File: src/sv/fsc_pkg.sv
// ----------------------------------------------------------------------------
// Flash image section checker package
// Shared types, phase codes, event codes and CRC byte update functions.
// ----------------------------------------------------------------------------
package fsc_pkg;

  // Brace characters that frame the text header
  localparam logic [7:0] OPEN_BRACE  = 8'h7B;
  localparam logic [7:0] CLOSE_BRACE = 8'h7D;

  // Field sizes in bytes
  localparam logic [31:0] ADDR_BYTES = 32'd4;
  localparam logic [31:0] LEN_BYTES  = 32'd4;
  localparam logic [31:0] CRC_BYTES  = 32'd2;

  // CRC constants
  localparam logic [31:0] CRC32_POLY  = 32'hEDB8_8320;
  localparam logic [31:0] CRC32_INIT  = 32'hFFFF_FFFF;
  localparam logic [31:0] CRC32_XOROUT = 32'hFFFF_FFFF;
  localparam logic [15:0] CRC16_POLY  = 16'h1021;
  localparam logic [15:0] CRC16_INIT  = 16'hFFFF;

  // Default depth of the result queue (at least two)
  localparam int QUEUE_DEPTH = 4;

  typedef enum logic [2:0] {
    PH_HEADER = 3'd0,
    PH_ADDR   = 3'd1,
    PH_LEN    = 3'd2,
    PH_DATA   = 3'd3,
    PH_CRC    = 3'd4
  } phase_t;

  typedef enum logic [1:0] {
    EV_SECTION_HEADER = 2'd0,
    EV_SECTION_DONE   = 2'd1,
    EV_FILE_DONE      = 2'd2
  } event_kind_t;

  typedef struct packed {
    logic [7:0] data_byte;
    logic       end_of_file;
  } byte_req_t;

  typedef struct packed {
    logic [1:0]  event_kind;
    logic [31:0] section_address;
    logic [31:0] section_length;
    logic        section_crc_ok;
    logic [31:0] file_crc_value;
    logic        file_crc_ok;
    logic        truncated;
    logic        last_result;
  } event_req_t;

  // Reflected CRC-32 update by one byte
  function automatic logic [31:0] crc32_byte(input logic [31:0] crc, input logic [7:0] b);
    logic [31:0] c;
    c = crc ^ {24'd0, b};
    for (int i = 0; i < 8; i++) begin
      c = c[0] ? ((c >> 1) ^ CRC32_POLY) : (c >> 1);
    end
    return c;
  endfunction

  // MSB-first CRC-16 update by one byte
  function automatic logic [15:0] crc16_byte(input logic [15:0] crc, input logic [7:0] b);
    logic [15:0] c;
    c = crc ^ {b, 8'd0};
    for (int i = 0; i < 8; i++) begin
      c = c[15] ? ((c << 1) ^ CRC16_POLY) : (c << 1);
    end
    return c;
  endfunction

endpackage

File: src/sv/fsc_parser.sv
// ----------------------------------------------------------------------------
// Flash image section parser
// Holds the framing state and the running CRCs; turns one accepted byte into
// up to two result events in the same cycle.
// ----------------------------------------------------------------------------
module fsc_parser (
  input  logic                clk,
  input  logic                rst,
  input  logic                accept,
  input  fsc_pkg::byte_req_t  byte_req,
  input  logic [31:0]         expected_file_crc,
  output fsc_pkg::event_req_t res_first,
  output fsc_pkg::event_req_t res_second,
  output logic [1:0]          res_count
);

  // State registers
  fsc_pkg::phase_t phase;
  logic [15:0]     brace_depth;
  logic [31:0]     field_byte_count;
  logic [31:0]     address_shift;
  logic [31:0]     length_shift;
  logic [15:0]     section_crc_running;
  logic [15:0]     stored_section_crc;
  logic [31:0]     file_crc_running;

  fsc_pkg::phase_t phase_next;
  logic [15:0]     brace_depth_next;
  logic [31:0]     field_byte_count_next;
  logic [31:0]     address_shift_next;
  logic [31:0]     length_shift_next;
  logic [15:0]     section_crc_running_next;
  logic [15:0]     stored_section_crc_next;
  logic [31:0]     file_crc_running_next;

  // Values after the byte step, before the end-of-file clear
  fsc_pkg::phase_t phase_step;
  logic [31:0]     count_step;
  logic [31:0]     count_inc;
  logic [15:0]     depth_dec;
  logic            sec_event;
  logic [1:0]      sec_kind;
  logic            sec_crc_ok;
  logic [7:0]      b;
  logic            eof;
  logic [31:0]     file_crc_final;

  assign b         = byte_req.data_byte;
  assign eof       = byte_req.end_of_file;
  assign count_inc = field_byte_count + 32'd1;
  assign depth_dec = brace_depth - 16'd1;

  // Advance the framing state by one byte
  always_comb begin
    phase_step               = phase;
    count_step               = field_byte_count;
    brace_depth_next         = brace_depth;
    address_shift_next       = address_shift;
    length_shift_next        = length_shift;
    section_crc_running_next = section_crc_running;
    stored_section_crc_next  = stored_section_crc;
    file_crc_running_next    = file_crc_running;
    sec_event                = 1'b0;
    sec_kind                 = fsc_pkg::EV_SECTION_HEADER;
    sec_crc_ok               = 1'b0;

    if (phase != fsc_pkg::PH_HEADER) begin
      file_crc_running_next = fsc_pkg::crc32_byte(file_crc_running, b);
    end

    case (phase)
      fsc_pkg::PH_ADDR: begin
        address_shift_next = {address_shift[23:0], b};
        count_step         = count_inc;
        if (count_inc == fsc_pkg::ADDR_BYTES) begin
          phase_step = fsc_pkg::PH_LEN;
          count_step = 32'd0;
        end
      end
      fsc_pkg::PH_LEN: begin
        length_shift_next = {length_shift[23:0], b};
        count_step        = count_inc;
        if (count_inc == fsc_pkg::LEN_BYTES) begin
          sec_event                = 1'b1;
          sec_kind                 = fsc_pkg::EV_SECTION_HEADER;
          section_crc_running_next = fsc_pkg::CRC16_INIT;
          stored_section_crc_next  = 16'd0;
          count_step               = 32'd0;
          phase_step = ({length_shift[23:0], b} == 32'd0) ? fsc_pkg::PH_CRC
                                                            : fsc_pkg::PH_DATA;
        end
      end
      fsc_pkg::PH_DATA: begin
        section_crc_running_next = fsc_pkg::crc16_byte(section_crc_running, b);
        count_step               = count_inc;
        if (count_inc == length_shift) begin
          phase_step = fsc_pkg::PH_CRC;
          count_step = 32'd0;
        end
      end
      fsc_pkg::PH_CRC: begin
        stored_section_crc_next = {stored_section_crc[7:0], b};
        count_step              = count_inc;
        if (count_inc == fsc_pkg::CRC_BYTES) begin
          sec_event  = 1'b1;
          sec_kind   = fsc_pkg::EV_SECTION_DONE;
          sec_crc_ok = ({stored_section_crc[7:0], b} == section_crc_running);
          phase_step = fsc_pkg::PH_ADDR;
          count_step = 32'd0;
        end
      end
      default: begin
        if (b == fsc_pkg::OPEN_BRACE) begin
          brace_depth_next = brace_depth + 16'd1;
        end else if (b == fsc_pkg::CLOSE_BRACE) begin
          brace_depth_next = depth_dec;
          if (depth_dec == 16'd0) begin
            phase_step = fsc_pkg::PH_ADDR;
            count_step = 32'd0;
          end
        end
      end
    endcase
  end

  assign file_crc_final = file_crc_running_next ^ fsc_pkg::CRC32_XOROUT;

  // Build the result events for this byte
  always_comb begin
    fsc_pkg::event_req_t sec_res;
    fsc_pkg::event_req_t file_res;

    sec_res.event_kind      = sec_kind;
    sec_res.section_address = address_shift_next;
    sec_res.section_length  = length_shift_next;
    sec_res.section_crc_ok  = sec_crc_ok;
    sec_res.file_crc_value  = 32'd0;
    sec_res.file_crc_ok     = 1'b0;
    sec_res.truncated       = 1'b0;
    sec_res.last_result     = !eof;

    file_res.event_kind      = fsc_pkg::EV_FILE_DONE;
    file_res.section_address = address_shift_next;
    file_res.section_length  = length_shift_next;
    file_res.section_crc_ok  = 1'b0;
    file_res.file_crc_value  = file_crc_final;
    file_res.file_crc_ok     = (file_crc_final == expected_file_crc);
    file_res.truncated       = !((phase_step == fsc_pkg::PH_ADDR) && (count_step == 32'd0));
    file_res.last_result     = 1'b1;

    res_first  = sec_event ? sec_res : file_res;
    res_second = file_res;
    res_count  = {1'b0, sec_event} + {1'b0, eof};
  end

  // Drop back to the start of a file after its last byte
  always_comb begin
    phase_next            = phase_step;
    field_byte_count_next = count_step;
    if (eof) begin
      phase_next            = fsc_pkg::PH_HEADER;
      field_byte_count_next = 32'd0;
    end
  end

  // Update state on each accepted byte
  always_ff @(posedge clk) begin
    if (rst) begin
      phase               <= fsc_pkg::PH_HEADER;
      brace_depth         <= 16'd0;
      field_byte_count    <= 32'd0;
      address_shift       <= 32'd0;
      length_shift        <= 32'd0;
      section_crc_running <= fsc_pkg::CRC16_INIT;
      stored_section_crc  <= 16'd0;
      file_crc_running    <= fsc_pkg::CRC32_INIT;
    end else if (accept) begin
      phase            <= phase_next;
      field_byte_count <= field_byte_count_next;
      if (eof) begin
        brace_depth         <= 16'd0;
        address_shift       <= 32'd0;
        length_shift        <= 32'd0;
        section_crc_running <= fsc_pkg::CRC16_INIT;
        stored_section_crc  <= 16'd0;
        file_crc_running    <= fsc_pkg::CRC32_INIT;
      end else begin
        brace_depth         <= brace_depth_next;
        address_shift       <= address_shift_next;
        length_shift        <= length_shift_next;
        section_crc_running <= section_crc_running_next;
        stored_section_crc  <= stored_section_crc_next;
        file_crc_running    <= file_crc_running_next;
      end
    end
  end

endmodule

File: src/sv/fsc_event_queue.sv
// ----------------------------------------------------------------------------
// Flash image section checker result queue
// Small register queue that takes up to two events a cycle and hands out one.
// ----------------------------------------------------------------------------
module fsc_event_queue #(
  parameter int DEPTH = fsc_pkg::QUEUE_DEPTH
) (
  input  logic                clk,
  input  logic                rst,
  input  logic [1:0]          push_count,
  input  fsc_pkg::event_req_t push_first,
  input  fsc_pkg::event_req_t push_second,
  input  logic                pop,
  output fsc_pkg::event_req_t head,
  output logic                not_empty,
  output logic                near_full
);

  localparam int AW = (DEPTH > 1) ? $clog2(DEPTH) : 1;
  localparam int CW = $clog2(DEPTH + 1);
  localparam logic [AW-1:0] LAST_SLOT = AW'(DEPTH - 1);
  localparam logic [CW-1:0] TWO_FREE  = CW'(DEPTH - 2);

  fsc_pkg::event_req_t entries [DEPTH];
  logic [AW-1:0] wr_ptr;
  logic [AW-1:0] rd_ptr;
  logic [CW-1:0] count;
  logic [AW-1:0] wr_ptr_plus1;
  logic [AW-1:0] wr_ptr_plus2;
  logic [AW-1:0] rd_ptr_next;
  logic [CW-1:0] count_next;

  function automatic logic [AW-1:0] wrap_inc(input logic [AW-1:0] p);
    return (p == LAST_SLOT) ? '0 : p + AW'(1);
  endfunction

  assign wr_ptr_plus1 = wrap_inc(wr_ptr);
  assign wr_ptr_plus2 = wrap_inc(wr_ptr_plus1);
  assign rd_ptr_next  = pop ? wrap_inc(rd_ptr) : rd_ptr;
  assign count_next   = count + CW'(push_count) - CW'(pop);

  assign head      = entries[rd_ptr];
  assign not_empty = (count != '0);
  assign near_full = (count > TWO_FREE);

  // Hold the queued events
  always_ff @(posedge clk) begin
    if (push_count != 2'd0) begin
      entries[wr_ptr] <= push_first;
    end
    if (push_count == 2'd2) begin
      entries[wr_ptr_plus1] <= push_second;
    end
  end

  // Advance pointers and fill level
  always_ff @(posedge clk) begin
    if (rst) begin
      wr_ptr <= '0;
      rd_ptr <= '0;
      count  <= '0;
    end else begin
      rd_ptr <= rd_ptr_next;
      count  <= count_next;
      case (push_count)
        2'd1:    wr_ptr <= wr_ptr_plus1;
        2'd2:    wr_ptr <= wr_ptr_plus2;
        default: wr_ptr <= wr_ptr;
      endcase
    end
  end

endmodule

File: src/sv/flash_image_section_checker_unit.sv
// ----------------------------------------------------------------------------
// Flash image section checker
// Parses a firmware image byte stream and reports section and file events.
// ----------------------------------------------------------------------------
// The block takes one image byte per clock cycle when not stalled, parsing
// the text header, each binary section and the running CRC-16 and CRC-32
// in combinational logic that updates its state registers. A byte yields
// zero, one or two events; they enter a queue of QUEUE_DEPTH entries and
// appear on the event channel from the next cycle on, in order. The byte
// channel stalls only while fewer than two queue entries are free, so with
// the event channel draining the block sustains one byte per cycle. Write
// expected_file_crc only while no file is in flight.
module flash_image_section_checker_unit #(
  parameter int QUEUE_DEPTH = fsc_pkg::QUEUE_DEPTH
) (
  input  logic                clk,
  input  logic                rst,
  input  logic                cfg_wr_en,
  input  logic [31:0]         cfg_wr_data,
  input  logic                byte_valid,
  output logic                byte_stall,
  input  fsc_pkg::byte_req_t  byte_req,
  output logic                event_valid,
  input  logic                event_stall,
  output fsc_pkg::event_req_t event_req
);

  logic [31:0]         expected_crc;
  logic                accept;
  logic                pop;
  logic                near_full;
  fsc_pkg::event_req_t res_first;
  fsc_pkg::event_req_t res_second;
  logic [1:0]          res_count;
  logic [1:0]          push_count;

  // Hold the configured file CRC
  always_ff @(posedge clk) begin
    if (rst) begin
      expected_crc <= 32'd0;
    end else if (cfg_wr_en) begin
      expected_crc <= cfg_wr_data;
    end
  end

  assign byte_stall = near_full;
  assign accept     = byte_valid & !byte_stall;
  assign pop        = event_valid & !event_stall;
  assign push_count = accept ? res_count : 2'd0;

  fsc_parser u_parser (
    .clk               (clk),
    .rst               (rst),
    .accept            (accept),
    .byte_req          (byte_req),
    .expected_file_crc (expected_crc),
    .res_first         (res_first),
    .res_second        (res_second),
    .res_count         (res_count)
  );

  fsc_event_queue #(
    .DEPTH (QUEUE_DEPTH)
  ) u_queue (
    .clk         (clk),
    .rst         (rst),
    .push_count  (push_count),
    .push_first  (res_first),
    .push_second (res_second),
    .pop         (pop),
    .head        (event_req),
    .not_empty   (event_valid),
    .near_full   (near_full)
  );

endmodule
File: config.mk
export PLATFORM = sky130hd
export DESIGN_NAME = flash_image_section_checker_unit
export DESIGN_NICKNAME = d
export VERILOG_FILES = /design/src/sv/fsc_pkg.sv /design/src/sv/fsc_parser.sv /design/src/sv/fsc_event_queue.sv /design/src/sv/flash_image_section_checker_unit.sv
export SDC_FILE = /design/constraint.sdc
export NUM_CORES = 1
export LEC_CHECK = 0
export CORE_MARGIN = 1
export CORE_UTILIZATION = 40
export CTS_CLUSTER_DIAMETER = 200
export CTS_CLUSTER_SIZE = 8
export DETAILED_ROUTE_END_ITERATION = 6
export DONT_BUFFER_PORTS = 1
export PLACE_DENSITY = 0.6
export SETUP_SLACK_MARGIN = 0.1
export SYNTH_ARGS = -nofsm -noshare
export SYNTH_HDL_FRONTEND = slang
export SYNTH_SLANG_ARGS = --single-unit
export TNS_END_PERCENT = 30
File: constraint.sdc
create_clock -name clk -period 9.2 [get_ports clk]
set_input_delay 0.46 -clock clk [delete_from_list [all_inputs] [get_ports clk]]
set_output_delay 0.46 -clock clk [all_outputs]
set_load 0.01 [all_outputs]
==> flow_summary.json <==
{
  "status": "complete, no violations",
  "totalWireLength_um": 86130,
  "htree_levels": 3,
  "slowest_delay_ns": 0.81,
  "instances_no_fill": 3792,
  "antenna_left": 0,
  "grt_pass1_wl_um": 131500,
  "worst_pin_slew_ns": 1.345,
  "worstPathBufferInverterCount": 3,
  "fin_crit_ns": 7.013,
  "pwr_density_cell_mw_per_mm2": 209.8,
  "avgRoutedWirePerCell_um": 22.71,
  "finalHoldViolations": 0,
  "rsz0062_at_grt": "no",
  "worst_slack_ns": 2.187,
  "clock_skew_ns": 0.04383,
  "async_reset_ff_frac": 0,
  "ir_worst_vdd_mv": 0.1420,
  "ff2ff_setup_slack_ns": 2.19,
  "drcViolationCount": 0,
  "placed_cells": 3570,
  "path_max_fanout": 56,
  "setup_viol": 0,
  "die_area_sq_mm": 0.07658,
  "diodes": 0,
  "slew_violations": 0,
  "max_freq_mhz": 142.6,
  "area_growth_pct": 13.45,
  "grt_usage": 0.2231,
  "crit_chain": "ha_1 -> nand3_1 -> or4_1 -> nor4_4 -> xnor2_1 -> nand2b_1 -> nor4b_4 -> nand2_1 -> nor2_1 -> a21o_1 -> ha_1 -> and3_1 -> inv_1 -> ha_1 -> a21oi_4 -> inv_4 -> buf_4",
  "overflow": 0,
  "clk_path_buf_depth": 3,
  "path_delay_family": "simple AND/OR/NAND/NOR gates",
  "r2r_cells": 17,
  "hold_depth": 2,
  "dpl.hpwl_um": 53660,
  "numCtsBuffers": 87,
  "root_buffer": "clkbuf_16",
  "slew_headroom": 0.09626,
  "clkTransAtPathRegs_ns": 0.06,
  "place_congestion": 0.8845,
  "die_w_um": 276.7,
  "postCtsSetupRepairBufs": 0,
  "cp_common_cell": "ha_1",
  "cp.required_ns": 9.50,
  "synth_ff_type": "edfxtp_1",
  "grt_max_degree": 178,
  "core_sq_mm": 0.07457,
  "power.total_mw": 7.187,
  "worstHoldPathType": "primary input to flip-flop",
  "ys_seq_area_frac": 0.5411,
  "start_util": 0.4048,
  "yosysWarnings": 0,
  "routed_via_density": 5.735,
  "firstDrtPassIters": 5,
  "first_iter_violations": 1898,
  "io_buffers": 0,
  "grt_pass1_vias": 21410,
  "crit_cells": 17,
  "worstSetupStartpointType": "flip-flop",
  "crit_arrival_ns": 7.31,
  "vias": 21750,
  "p_leak_nw": 10.79,
  "syn-num-nets": 2843,
  "end_kind": "flip-flop",
  "antenna_found_initial": 1,
  "max-cap-violations": 0,
  "synth_edf_count": 392,
  "clock_latency_ns": 0.66,
  "nets": 2824,
  "yosys.cell_types.count": 86,
  "slowest_stage": "or4_1",
  "critPathKind": "flip-flop to flip-flop",
  "tns_ns": 0,
  "synth_seq_cells": 620,
  "cts_num_sinks": 620,
  "timing.hold.ws_ns": 0.03738,
  "cts_tree": "built",
  "period_share": 0.7623,
  "pre_cts_ws_ns": 2.248,
  "synthCells": 2775,
  "syn-mean-instance-area_sq_um": 10.88,
  "pin_count": 150,
  "fp.dieH_um": 276.7,
  "syn_area_sq_mm": 0.03019,
  "layout-drive-gt1-share": 0.09919,
  "num_rows": 100
}
==> layout make-up <==
class                   instances  area (sq um)
clock inverters                 7         158.9
fillers                      6832         40320
flip-flops and latches        620         16340
repair buffers                101         950.9
clock buffers                 149          2431
multi-input cells            1914         13020
well taps                     969          1212
inverters                      32         130.1
==> worst paths after layout <==
check	from	endpoint
max	u_parser.field_byte_count[0]	u_queue.entries[2][48]
min	cfg_wr_en	expected_crc[20]
max reg2reg	u_parser.field_byte_count[0]	u_queue.entries[2][48]
min reg2reg	u_queue.entries[1][101]	u_queue.entries[1][101]
==> where the power goes <==
group          leakage [nW]  total (mW)  internal [mW]  switching [mW]
Sequential             5.51        3.12           3.05          0.0754
Clock                  1.23        3.04           1.82            1.22
Combinational          4.05        1.02          0.392           0.632
Total                  10.8        7.19           5.26            1.92
==> cells in the final DEF (no fill, tap or decap), drive strengths merged, types with 5 or more instances in the layout <==
cell type    count
nor2           644
edfxtp         392
dfxtp          228
a21oi          154
clkbuf         149
xnor2          128
mux2i          108
nand2          105
mux4           102
o21ai           86
xor2            66
dlygate4sd3     64
nand2b          58
nand3           47
buf             37
nor3            36
inv             36
o22ai           34
nand4           33
nor4            32
a311oi          22
a31oi           21
ha              21
nor2b           20
or3             19
and4            16
and3            12
o31ai           12
nand3b          11
o211ai          10
nor4b            9
and2             9
or4              8
a211oi           7
a2111oi          7
a21boi           6
a211o            5
or2              5
==> metrics by stage <==
step,instance area (sq um),utilization
global placement,30970,0.4153
CTS,34250,0.4593
global route,34250,0.4593
floorplan,30190,-
finish,34250,0.4593
detailed placement,30970,0.4153
==> what timing repair did <==
action,in CTS,in global routing
setup endpoints to repair,0,0
hold buffers,66,0
endpoints found under the hold margin,180,0
resized for setup,0,0
==> synth_stat cells (31+ instances only) <==
library cell    n  share of area
a21oi_1       154          0.026
buf_1          40         0.0050
clkbuf_1      140          0.017
dfxtp_1       228           0.15
edfxtp_1      392           0.39
inv_1          32         0.0040
mux2i_1       108          0.036
mux4_2        102          0.076
nand2_1       104          0.013
nand2b_1       58          0.012
nand3_1        47         0.0078
nand4_1        31         0.0064
nor2_1        644          0.080
nor3_1         35         0.0058
o21ai_0        63          0.010
o22ai_1        34         0.0070
xnor2_1       128          0.037
xor2_1         66          0.019
==> kinds of logic after synthesis <==
| logic type | Yosys count | synth area share |
|---|---|---|
| AO/OA/AOI/OAI | 408 | 0.08459 |
| XOR/XNOR | 194 | 0.05628 |
| adder cells (fa/ha/maj) | 22 | 0.009366 |
| buffers and inverters | 241 | 0.03146 |
| flip-flops | 620 | 0.5411 |
| multiplexers | 211 | 0.1123 |
| AND/OR/NAND/NOR | 1079 | 0.1649 |
==> metal layers <==
layer	track usage	vias up	wire length, um
met5	0	-	27
met1	0.2963	10860	36440
li1	-	9987	-
met2	0.3633	772	40850
met4	0.06667	4	1944
met3	0.05087	121	6863
==> sequential cells by signal, indices dropped and copies added, names as in the netlist, named ones only <==
register and count:
u_queue.rd_ptr 2, u_parser.file_crc_running 32, u_queue.count 3, u_parser.field_byte_count 32, u_queue.wr_ptr 2, u_queue.entries 408
u_parser.phase 3, u_parser.section_crc_running 16, u_parser.stored_section_crc 8, expected_crc 32, u_parser.length_shift 32, u_parser.address_shift 32
u_parser.brace_depth 16
No activity file was read; power rests on OpenSTA's default activity.
